==> src/hdl/leb_pkg.sv <==
// Shared types, constants and codes of the line edit buffer.
`default_nettype none

package leb_pkg;

  localparam int unsigned CMD_W        = 3;
  localparam int unsigned CHAR_W       = 8;
  localparam int unsigned STORE_W      = 7;
  localparam int unsigned LEN_W        = 6;
  localparam int unsigned CAPACITY_DEF = 63;

  localparam logic [CHAR_W-1:0] CHAR_LOW  = 8'd32;
  localparam logic [CHAR_W-1:0] CHAR_HIGH = 8'd126;

  typedef enum logic [CMD_W-1:0] {
    CMD_HOME  = 3'd0,
    CMD_END   = 3'd1,
    CMD_LEFT  = 3'd2,
    CMD_RIGHT = 3'd3,
    CMD_TYPE  = 3'd4,
    CMD_ERASE = 3'd5,
    CMD_PRINT = 3'd6
  } cmd_e;

  typedef enum logic [2:0] {
    ST_IDLE,
    ST_SHIFT,
    ST_RESP,
    ST_PSEP,
    ST_PCHR
  } state_e;

  // One access to the text store: a registered read and a write per cycle.
  typedef struct packed {
    logic               rd_en;
    logic [LEN_W-1:0]   rd_addr;
    logic               wr_en;
    logic [LEN_W-1:0]   wr_addr;
    logic [STORE_W-1:0] wr_data;
  } mem_req_t;

endpackage

`default_nettype wire

==> src/hdl/leb_if.sv <==
// Valid/ready channel interfaces for key events and result beats.
`default_nettype none

interface leb_in_if;
  logic                        valid;
  logic                        ready;
  logic [leb_pkg::CMD_W-1:0]   cmd;
  logic [leb_pkg::CHAR_W-1:0]  char_in;
  logic [leb_pkg::CHAR_W-1:0]  separator;

  modport source (output valid, cmd, char_in, separator, input ready);
  modport sink   (input valid, cmd, char_in, separator, output ready);
endinterface

interface leb_out_if;
  logic                        valid;
  logic                        ready;
  logic                        accepted;
  logic                        char_valid;
  logic [leb_pkg::CHAR_W-1:0]  char_out;
  logic                        last;

  modport source (output valid, accepted, char_valid, char_out, last, input ready);
  modport sink   (input valid, accepted, char_valid, char_out, last, output ready);
endinterface

`default_nettype wire

==> src/hdl/line_edit_buffer.sv <==
// Line edit buffer top level: command sequencer, text store and result register.
// Cursor moves, refused commands and an empty print without a separator show their one result
// beat from the response state. Type and erase first pass through the shift state, which
// walks the store one entry a cycle, and then show their result beat from the response state.
// Print sends one beat per cycle, separator included, while the sink keeps ready high;
// the next key event is taken in the cycle after the last beat enters the output register.
// Reset clears length, cursor, sequencer and output valid; the store itself is not cleared.
`default_nettype none

module line_edit_buffer #(
  parameter int unsigned CAPACITY = leb_pkg::CAPACITY_DEF
) (
  input  wire logic   clk_i,
  input  wire logic   rst_ni,
  leb_in_if.sink      req_i,
  leb_out_if.source   rsp_o
);
  import leb_pkg::*;

  // Sequencer state and the registered line state.
  state_e             state_q, state_d;
  logic [LEN_W-1:0]   len_q, len_d;
  logic [LEN_W-1:0]   cur_q, cur_d;
  // The walk index is shared: shift source during type and erase, text index during print.
  logic [LEN_W-1:0]   src_q, src_d;
  logic [LEN_W-1:0]   dst_q, dst_d;
  logic               pend_q, pend_d;
  logic               dir_q, dir_d;
  logic [STORE_W-1:0] char_q, char_d;
  logic [CHAR_W-1:0]  sep_q, sep_d;
  logic               acc_q, acc_d;

  // Output register that parts the sequencer from the sink.
  logic               ovld_q, ovld_d;
  logic               oacc_q, ocv_q, olast_q;
  logic [CHAR_W-1:0]  ochar_q;

  logic               slot_free;
  logic               emit;
  logic               e_acc, e_cv, e_last;
  logic [CHAR_W-1:0]  e_char;

  mem_req_t           mem_req;
  logic [STORE_W-1:0] rd_data;

  // The one shared stepper: moves the walk index up or down by one.
  logic               step_down;
  logic [LEN_W-1:0]   step;

  logic               sep_on;
  cmd_e               cmd;

  assign cmd       = cmd_e'(req_i.cmd);
  assign slot_free = !ovld_q || rsp_o.ready;
  assign step_down = (state_q == ST_SHIFT) && dir_q;
  assign step      = step_down ? (src_q - LEN_W'(1)) : (src_q + LEN_W'(1));
  assign sep_on    = (sep_q != '0);

  assign req_i.ready = (state_q == ST_IDLE);

  leb_text_store #(
    .DEPTH (CAPACITY)
  ) u_store (
    .clk_i     (clk_i),
    .req_i     (mem_req),
    .rd_data_o (rd_data)
  );

  always_ff @(posedge clk_i or negedge rst_ni) begin
    if (!rst_ni) begin
      state_q <= ST_IDLE;
      len_q   <= '0;
      cur_q   <= '0;
      pend_q  <= 1'b0;
      ovld_q  <= 1'b0;
    end else begin
      state_q <= state_d;
      len_q   <= len_d;
      cur_q   <= cur_d;
      pend_q  <= pend_d;
      ovld_q  <= ovld_d;
    end
  end

  always_ff @(posedge clk_i) begin
    src_q  <= src_d;
    dst_q  <= dst_d;
    dir_q  <= dir_d;
    char_q <= char_d;
    sep_q  <= sep_d;
    acc_q  <= acc_d;
    if (emit) begin
      oacc_q  <= e_acc;
      ocv_q   <= e_cv;
      ochar_q <= e_char;
      olast_q <= e_last;
    end
  end

  always_comb begin
    state_d = state_q;
    len_d   = len_q;
    cur_d   = cur_q;
    src_d   = src_q;
    dst_d   = dst_q;
    pend_d  = pend_q;
    dir_d   = dir_q;
    char_d  = char_q;
    sep_d   = sep_q;
    acc_d   = acc_q;
    emit    = 1'b0;
    e_acc   = 1'b1;
    e_cv    = 1'b0;
    e_char  = '0;
    e_last  = 1'b1;
    mem_req = '0;

    case (state_q)
      ST_IDLE: begin
        if (req_i.valid) begin
          acc_d   = 1'b1;
          state_d = ST_RESP;
          case (cmd)
            CMD_HOME: cur_d = '0;
            CMD_END:  cur_d = len_q;
            CMD_LEFT: begin
              if (cur_q != '0) cur_d = cur_q - LEN_W'(1);
            end
            CMD_RIGHT: begin
              if (cur_q < len_q) cur_d = cur_q + LEN_W'(1);
            end
            CMD_TYPE: begin
              // Printable bytes only, and only while there is room.
              if ((req_i.char_in inside {[CHAR_LOW:CHAR_HIGH]}) &&
                  (len_q < LEN_W'(CAPACITY))) begin
                dir_d   = 1'b1;
                src_d   = len_q;
                pend_d  = 1'b0;
                char_d  = req_i.char_in[STORE_W-1:0];
                state_d = ST_SHIFT;
              end else begin
                acc_d = 1'b0;
              end
            end
            CMD_ERASE: begin
              if (cur_q != '0) begin
                dir_d   = 1'b0;
                src_d   = cur_q;
                pend_d  = 1'b0;
                state_d = ST_SHIFT;
              end else begin
                acc_d = 1'b0;
              end
            end
            CMD_PRINT: begin
              // Fetch the first character now so it is ready in the print states.
              src_d           = '0;
              sep_d           = req_i.separator;
              mem_req.rd_en   = (len_q != '0);
              mem_req.rd_addr = '0;
              if ((cur_q == '0) && (req_i.separator != '0)) begin
                state_d = ST_PSEP;
              end else if (len_q == '0) begin
                state_d = ST_RESP;
              end else begin
                state_d = ST_PCHR;
              end
            end
            default: acc_d = 1'b0;
          endcase
        end
      end

      ST_SHIFT: begin
        // The entry read in the previous cycle lands at its new place.
        mem_req.wr_en   = pend_q;
        mem_req.wr_addr = dst_q;
        mem_req.wr_data = rd_data;
        if (dir_q ? (src_q > cur_q) : (src_q < len_q)) begin
          // Insert walks down opening a gap; erase walks up closing one, so each
          // entry it reads moves one place toward the start.
          mem_req.rd_en   = 1'b1;
          mem_req.rd_addr = dir_q ? step : src_q;
          dst_d           = dir_q ? src_q : (src_q - LEN_W'(1));
          src_d           = step;
          pend_d          = 1'b1;
        end else begin
          pend_d = 1'b0;
          if (!pend_q) begin
            if (dir_q) begin
              mem_req.wr_en   = 1'b1;
              mem_req.wr_addr = cur_q;
              mem_req.wr_data = char_q;
              len_d           = len_q + LEN_W'(1);
              cur_d           = cur_q + LEN_W'(1);
            end else begin
              len_d = len_q - LEN_W'(1);
              cur_d = cur_q - LEN_W'(1);
            end
            acc_d   = 1'b1;
            state_d = ST_RESP;
          end
        end
      end

      ST_RESP: begin
        if (slot_free) begin
          emit    = 1'b1;
          e_acc   = acc_q;
          state_d = ST_IDLE;
        end
      end

      ST_PSEP: begin
        if (slot_free) begin
          emit   = 1'b1;
          e_cv   = 1'b1;
          e_char = sep_q;
          e_last = (src_q == len_q);
          if (src_q < len_q) begin
            state_d = ST_PCHR;
          end else begin
            state_d = ST_IDLE;
          end
        end
      end

      ST_PCHR: begin
        if (slot_free) begin
          emit   = 1'b1;
          e_cv   = 1'b1;
          e_char = {1'b0, rd_data};
          e_last = (step == len_q) && !((cur_q == len_q) && sep_on);
          // Prefetch the next character while this one goes out.
          mem_req.rd_en   = (step < len_q);
          mem_req.rd_addr = step;
          src_d           = step;
          if ((step == cur_q) && sep_on) begin
            state_d = ST_PSEP;
          end else if (step == len_q) begin
            state_d = ST_IDLE;
          end else begin
            state_d = ST_PCHR;
          end
        end
      end

      default: state_d = ST_IDLE;
    endcase
  end

  always_comb begin
    ovld_d = ovld_q;
    if (emit) begin
      ovld_d = 1'b1;
    end else if (rsp_o.ready) begin
      ovld_d = 1'b0;
    end
  end

  assign rsp_o.valid      = ovld_q;
  assign rsp_o.accepted   = oacc_q;
  assign rsp_o.char_valid = ocv_q;
  assign rsp_o.char_out   = ochar_q;
  assign rsp_o.last       = olast_q;

endmodule

`default_nettype wire

==> src/hdl/leb_text_store.sv <==
// Character store: one write port and one read port with registered data.
`default_nettype none

module leb_text_store #(
  parameter int unsigned DEPTH = leb_pkg::CAPACITY_DEF
) (
  input  wire logic                          clk_i,
  input  wire leb_pkg::mem_req_t             req_i,
  output      logic [leb_pkg::STORE_W-1:0]   rd_data_o
);
  import leb_pkg::*;

  localparam int unsigned AW = (DEPTH > 1) ? $clog2(DEPTH) : 1;

  logic [STORE_W-1:0] mem_q [DEPTH];

  always_ff @(posedge clk_i) begin
    if (req_i.wr_en) begin
      mem_q[req_i.wr_addr[AW-1:0]] <= req_i.wr_data;
    end
  end

  always_ff @(posedge clk_i) begin
    if (req_i.rd_en) begin
      rd_data_o <= mem_q[req_i.rd_addr[AW-1:0]];
    end
  end

endmodule

`default_nettype wire

==> src/flat_wrapper.sv <==
// flat-port wrapper written by rule: the top's interface ports become plain ports
module line_edit_buffer_flat import leb_pkg::*;
#(
  parameter int unsigned CAPACITY = leb_pkg::CAPACITY_DEF
)
  (clk_i, rst_ni, req_i_valid, req_i_cmd, req_i_char_in, req_i_separator, req_i_ready, rsp_o_valid, rsp_o_accepted, rsp_o_char_valid, rsp_o_char_out, rsp_o_last, rsp_o_ready);
  leb_in_if req_i_i ();
  leb_out_if rsp_o_i ();
  input  wire logic clk_i;
  input  wire logic rst_ni;
  input wire logic [$bits(req_i_i.valid)-1:0] req_i_valid;
  input wire logic [$bits(req_i_i.cmd)-1:0] req_i_cmd;
  input wire logic [$bits(req_i_i.char_in)-1:0] req_i_char_in;
  input wire logic [$bits(req_i_i.separator)-1:0] req_i_separator;
  output wire logic [$bits(req_i_i.ready)-1:0] req_i_ready;
  output wire logic [$bits(rsp_o_i.valid)-1:0] rsp_o_valid;
  output wire logic [$bits(rsp_o_i.accepted)-1:0] rsp_o_accepted;
  output wire logic [$bits(rsp_o_i.char_valid)-1:0] rsp_o_char_valid;
  output wire logic [$bits(rsp_o_i.char_out)-1:0] rsp_o_char_out;
  output wire logic [$bits(rsp_o_i.last)-1:0] rsp_o_last;
  input wire logic [$bits(rsp_o_i.ready)-1:0] rsp_o_ready;
  assign req_i_i.valid = req_i_valid;
  assign req_i_i.cmd = req_i_cmd;
  assign req_i_i.char_in = req_i_char_in;
  assign req_i_i.separator = req_i_separator;
  assign req_i_ready = req_i_i.ready;
  assign rsp_o_valid = rsp_o_i.valid;
  assign rsp_o_accepted = rsp_o_i.accepted;
  assign rsp_o_char_valid = rsp_o_i.char_valid;
  assign rsp_o_char_out = rsp_o_i.char_out;
  assign rsp_o_last = rsp_o_i.last;
  assign rsp_o_i.ready = rsp_o_ready;
  line_edit_buffer #(.CAPACITY(CAPACITY)) u_core (.clk_i(clk_i), .rst_ni(rst_ni), .req_i(req_i_i), .rsp_o(rsp_o_i));
endmodule
==> config.mk <==
export PLATFORM = sky130hd
export DESIGN_NAME = line_edit_buffer_flat
export DESIGN_NICKNAME = d
export VERILOG_FILES = /design/src/hdl/leb_pkg.sv /design/src/hdl/leb_if.sv /design/src/hdl/line_edit_buffer.sv /design/src/hdl/leb_text_store.sv /design/src/flat_wrapper.sv
export SDC_FILE = /design/constraint.sdc
export NUM_CORES = 1
export LEC_CHECK = 0
export ABC_CLOCK_PERIOD_IN_PS = 6150
export BUFFER_PORTS_ARGS = -buffer_cell sky130_fd_sc_hd__buf_2
export CELL_PAD_IN_SITES_DETAIL_PLACEMENT = 0
export CELL_PAD_IN_SITES_GLOBAL_PLACEMENT = 1
export CORE_MARGIN = 2
export CORE_UTILIZATION = 35
export DETAILED_ROUTE_END_ITERATION = 16
export PLACE_DENSITY = 0.56
export SYNTH_ARGS = -nofsm -noshare
export SYNTH_HDL_FRONTEND = slang
export SYNTH_SLANG_ARGS = --single-unit
==> constraint.sdc <==
create_clock -name clk_i -period 6.15 [get_ports clk_i]
set_clock_uncertainty 0.2 [all_clocks]
set_input_delay 0.615 -clock clk_i [delete_from_list [all_inputs] [get_ports clk_i]]
set_output_delay 0.615 -clock clk_i [all_outputs]
set_load 0.02 [all_outputs]
# After elaboration in Yosys (flattened, before gate mapping)
# Memories as Yosys holds them, arrays and structs flattened. A register that Yosys moved wholly into a read port is not among the register bits.
# Cells that the tools add are included.
[word_totals] register_bits=57 rom_bits=0 ram_bits=441 latchBits=0 in_bits=23 n_memories=1
[classes] magnitude_cmp=7 n_mul=0 eq_ne=30 addsub=6 n_div=0 bitwise=2 mux=71 n_shift=0 reduce_logical=36
[memory_table] name="u_core.u_store.mem_q" depth=63 word_bits=7 read_ports=1 rd_clocked_by_memory_dff=1 wr=1 line="leb_text_store.sv:15" rtl="logic [STORE_W-1:0] mem_q [DEPTH];"
[op_table] cell="6-bit two-way mux" count=15
[op_table] cell="14-bit two-way mux" count=4
[op_table] cell="6-bit one-hot mux with 3 select lines" count=2
[op_table] cell="7-bit two-way mux" count=5
[op_table] cell="3-bit two-way mux" count=11
[op_table] cell="6-bit == test" count=4
[op_table] cell="6-bit one-hot mux with 4 select lines" count=1
[op_table] cell="7-bit one-hot mux with 3 select lines" count=1
[op_table] cell="1-bit two-way mux" count=19
[op_table] cell="6-bit by 1-bit adder with 6-bit output, second input constant" count=3
[op_table] cell="6-bit < comparator" count=3
[op_table] cell="6-bit by 1-bit subtractor with 6-bit output, second input constant" count=3
[op_table] cell="8-bit one-hot mux with 2 select lines" count=1
[op_table] cell="8-bit nonzero test" count=2
[op_table] cell="3-bit one-hot mux with 5 select lines" count=1
[op_table] cell="7-bit AND reduction" count=2
[op_table] cell="3-bit by 2-bit == test with 1-bit output, second input constant" count=4
[op_table] cell="3-bit == test, second input constant" count=4
[op_table] cell="6-bit logical NOT" count=2
[op_table] cell="3-bit by 2-bit != test with 1-bit output, second input constant" count=4
[op_table] cell="6-bit one-hot mux with 2 select lines" count=1
[op_table] cell="6-bit nonzero test" count=2
[op_table] cell="2-bit by 1-bit != test with 1-bit output, second input constant" count=5
[op_table] cell="1-bit one-hot mux with 2 select lines" count=5
[op_table] cell="other kinds (28)" count=48

# Longest topological paths before layout
[logic_depth] ltp_word=8 ltp_mapped=17 mapped_depth_nobuf=11

# Cells and area by module
# A second synthesis with hierarchy kept.
[hier_totals] hier_cells=1321 hier_area_um2=21958.6
[modules_own_cells] mod="leb_text_store" seq_area_each_um2=13452.9 cells_each=850 instances=1 area_each_um2=17516.8
[modules_own_cells] mod="line_edit_buffer" seq_area_each_um2=1626.6 cells_each=471 instances=1 area_each_um2=4441.8

# Least setup slack after synthesis
# No wires, ideal clock.
[synth_timing] path_kind="flip-flop to flip-flop" start="register u_core.cur_q[4]" end="memory u_core.u_store.mem_q[0][0], data pin" slack_ps=1199 setup_time_ps=495 synth_period_minus_slack_ps=4951 required_ps=5455 arrival_ps=4256 path_stages_with_launch=11 cell_sequence="dfrtp_1 clkbuf_1 clkinv_1 ha_1 nand4_1 o21bai_1 a31oi_1 nor3_1 clkbuf_1 mux2i_1 nor2_1"
[synth_rtl] element="start, declared" line="line_edit_buffer.sv:23" rtl="logic [LEN_W-1:0] cur_q, cur_d;"
[synth_rtl] element="start signal, assigned" line="line_edit_buffer.sv:79" rtl="cur_q <= cur_d;"
[synth_rtl] element="end, declared" line="leb_text_store.sv:15"

# Worst setup path after layout
[layout_timing] start="register u_core.cur_q[1]" end="register u_core.u_store.rd_data_o[0] (netlist name) (read register of u_core.u_store.mem_q), data pin"
[layout_via] elab_chain_len=4
[layout_lines] element="6-bit greater-than comparator" line="line_edit_buffer.sv:179" rtl="if (dir_q ? (src_q > cur_q) : (src_q < len_q)) begin"
[layout_lines] element="1-bit two-way mux" line="line_edit_buffer.sv:179"
[layout_lines] element="7-bit two-way mux" line="line_edit_buffer.sv:179"
[layout_lines] element="7-bit one-hot mux with 3 select lines" line="line_edit_buffer.sv:118" rtl="case (state_q)"
[layout_lines] element="end, declared" line="leb_text_store.sv:9" rtl="output logic [leb_pkg::STORE_W-1:0] rd_data_o"
# No other way between the ends.
# A chain may end at the register's enable or synchronous reset.

==> impl_metrics.json <==
{
  "hold_path_depth": 1,
  "tightest_slew_ps": 1440,
  "nFillCells": 6052,
  "critPathRequiredTime_ps": 6230,
  "min_from": "req_i_char_in[5]",
  "hold_viol": 0,
  "synthCells": 1726,
  "p_per_area_nw_per_um2": 411,
  "core_region_area_um2": 63100,
  "ir_drop_mv": 0.201,
  "path_class": "register to register",
  "drv_cap": 1,
  "ys_ff_latch": 505,
  "status": "finished, violations left",
  "reg2reg_slack_ps": 400,
  "drt_iter0_drc": 1246,
  "cts_setup_buffers": 0,
  "ant_nets": 0,
  "netlist_area_um2": 22300,
  "dieWidth_um": 256,
  "arrival_ps": 5830,
  "finalNetCount": 1837,
  "clkLatencyLatePin_ps": 610,
  "ios": 36,
  "numCtsBuffers": 55,
  "htreeDepth": 2,
  "clkSlewWorstSetupHoldPaths_ps": 60,
  "post-route-period-util_pct": 93.5,
  "syn_avg_cell_area_um2": 12.9,
  "post_drt_wl_per_cell_um": 25.9,
  "final_cell_mix": "edfxtp_1 (488), nand2_1 (249), nor2_1 (113)",
  "synthFlopType": "edfxtp_1",
  "async_reset_ff_share_pct": 3.37,
  "drv_slew": 0,
  "min_to": "u_core.char_q[5]$_DFFE_PP_",
  "grt_max_degree": 93,
  "fmax_mhz": 174,
  "portBuffers": 35,
  "die_y_um": 256,
  "antennaDiodeCount": 0,
  "r2r-end": "u_core.u_store.rd_data_o[0]$_DFFE_PP_",
  "startpoint_type": "register",
  "antenna_found_initial": 1,
  "worst_slew_margin_rel_pct": 1.73,
  "drtPass1Iterations": 7,
  "cts.sinks": 505,
  "globalRouteOverflowTotal": 0,
  "grtUsageTotal_pct": 20.9,
  "cts_max_path_buffers": 3,
  "ys_seq_area_share_pct": 67.6,
  "path_max_fanout": 48,
  "yosysWarnings": 0,
  "wl_mm": 69.1,
  "vias_per_cell": 5.58,
  "drive_above_1_share_pct": 10.6,
  "reg2reg_depth": 11,
  "cts_tree": "built",
  "syn_to_final_growth_pct": 13.9,
  "synthesis.nets": 1782,
  "p_leak_nw": 8.64,
  "start_util_pct": 35.4,
  "failed_checks": "capacitance limit",
  "num_vias": 14900,
  "endpoint_kind": "register",
  "ctsRootBufferMaster": "clkbuf_16",
  "hold_class": "input port to register",
  "setup_viol": 0,
  "layout_commonest_cell": "edfxtp_1",
  "die-area_um2": 65800,
  "num_rows": 92,
  "grt_pass1_wl_mm": 102,
  "place_inst": 2556,
  "fin_hold_ws_ps": 39.0,
  "routabilityCongestion": 0.877,
  "power_mw": 10.5,
  "synthDistinctLibCells": 77,
  "r2r-start": "u_core.cur_q[1]$_DFFE_PN0P_",
  "grt_pass1_vias": 14718,
  "rsz0062_at_grt": "false",
  "synth_edf_count": 488,
  "drc": 0,
  "hpwl_mm": 45.3,
  "fin_cells": 2668,
  "min_period_ps": 5750,
  "setup_tns_ps": 0
}
[synth_stat cells (6+ instances only)]
master | instances | share of area [%]
nand3_1 | 100 | 2.2
ha_1 | 32 | 1.8
o211ai_1 | 7 | 0.24
o311ai_0 | 9 | 0.35
nand4_1 | 13 | 0.36
o21ai_0 | 30 | 0.67
edfxtp_1 | 488 | 66
or4_1 | 7 | 0.24
buf_1 | 6 | 0.10
xor2_1 | 7 | 0.27
nor4_1 | 11 | 0.31
a31o_2 | 6 | 0.24
mux2i_1 | 72 | 3.2
a2111oi_0 | 7 | 0.27
nor3_1 | 17 | 0.38
inv_1 | 24 | 0.40
nand2_1 | 249 | 4.2
and2_1 | 8 | 0.22
a31oi_1 | 22 | 0.62
a22o_1 | 9 | 0.35
nor2b_1 | 7 | 0.20
a221oi_1 | 13 | 0.51
clkbuf_1 | 38 | 0.64
buf_2 | 53 | 1.2
dfrtp_1 | 17 | 1.9
a21o_1 | 8 | 0.27
and3_1 | 36 | 1.0
a211oi_1 | 57 | 1.9
o22ai_1 | 13 | 0.36
a22oi_1 | 31 | 1.0
xnor2_1 | 16 | 0.63
nor2_1 | 121 | 2.0
a21oi_1 | 86 | 1.9
[cells by family (layout without fill, tap and decap cells)]
family / Yosys count / count (layout) / synth area share (%)
AND/OR/NAND/NOR: 593 / 593 / 12.0
adder cells (fa/ha/maj): 33 / 33 / 1.88
XOR/XNOR: 23 / 23 / 0.903
flip-flops: 505 / 505 / 67.6
AO/OA/AOI/OAI: 366 / 366 / 11.6
buffers and inverters: 133 / 229 / 2.75
multiplexers: 73 / 73 / 3.28
[through the flow]
step	area [µm²]	setup slack (ps)	util, %
after detailed placement	23600	612	37.5
final	25400	399	40.3
after global routing	25400	408	40.3
after global placement	23600	727	37.5
after floorplan	22300	1200	-
after CTS	25400	609	40.3
[registers in the layout, indices dropped and copies added, names as in the netlist, 3 cells and up]
signal,cells
u_core.cur_q,6
u_core.char_q,7
u_core.rsp_o.char_out,8
u_core.u_store.mem_q,441
u_core.state_q,3
u_core.src_q,6
u_core.len_q,6
u_core.sep_q,8
u_core.u_store.rd_data_o,7
u_core.dst_q,6
[what timing repair did]
item	CTS	global route
hold endpoints to repair	30	0
endpoints found under the setup margin	0	0
hold buffers	14	0
resized for setup	0	0
[critical path, cell delays in order, from the launching register on]
cell and delay, ps:
dfrtp_1 530, clkinv_1 350, ha_1 390, nor2b_1 130
o21bai_1 270, a311o_1 780, and2_4 690, buf_12 320
nand3_1 110, a31o_2 280, a2111oi_0 1200, a211oi_1 100
[final cells by class]
class                   instances  area (µm²)  area share, %
multi-input cells            1088        6710           26.4
clock buffers                  70        1450           5.72
flip-flops and latches        505       15100           59.3
repair buffers                104         816           3.21
inverters                      27         101          0.399
clock inverters                28         195          0.768
well taps                     846        1060           4.17
[worst max path at each step]
stage / from / to / cells after the start
2_1_floorplan: u_core.cur_q[4]$_DFFE_PN0P_ / u_core.u_store.mem_q[0][0]$_DFFE_PP_ / 10
3_3_place_gp: u_core.cur_q[1]$_DFFE_PN0P_ / u_core.u_store.rd_data_o[0]$_DFFE_PP_ / 11
3_5_place_dp: u_core.cur_q[1]$_DFFE_PN0P_ / u_core.u_store.rd_data_o[0]$_DFFE_PP_ / 11
4_1_cts: u_core.cur_q[1]$_DFFE_PN0P_ / u_core.u_store.rd_data_o[0]$_DFFE_PP_ / 11
5_1_grt: u_core.cur_q[1]$_DFFE_PN0P_ / u_core.u_store.rd_data_o[6]$_DFFE_PP_ / 11
6_report: u_core.cur_q[1]$_DFFE_PN0P_ / u_core.u_store.rd_data_o[0]$_DFFE_PP_ / 11
[metal layers]
| layer | global-route usage, % | wire, µm |
|---|---|---|
| met5 | 0 | 0 |
| met4 | 5.80 | 1690 |
| met3 | 2.93 | 3840 |
| met2 | 33.6 | 32200 |
| met1 | 29.5 | 31300 |
[report_power, final]
part | internal [mW] | switching [mW] | leakage (nW)
clock | 1.74 | 1.35 | 0.798
combinational | 0.989 | 2.10 | 3.06
sequential | 4.08 | 0.189 | 4.79
(Power assumes the default switching activity.)
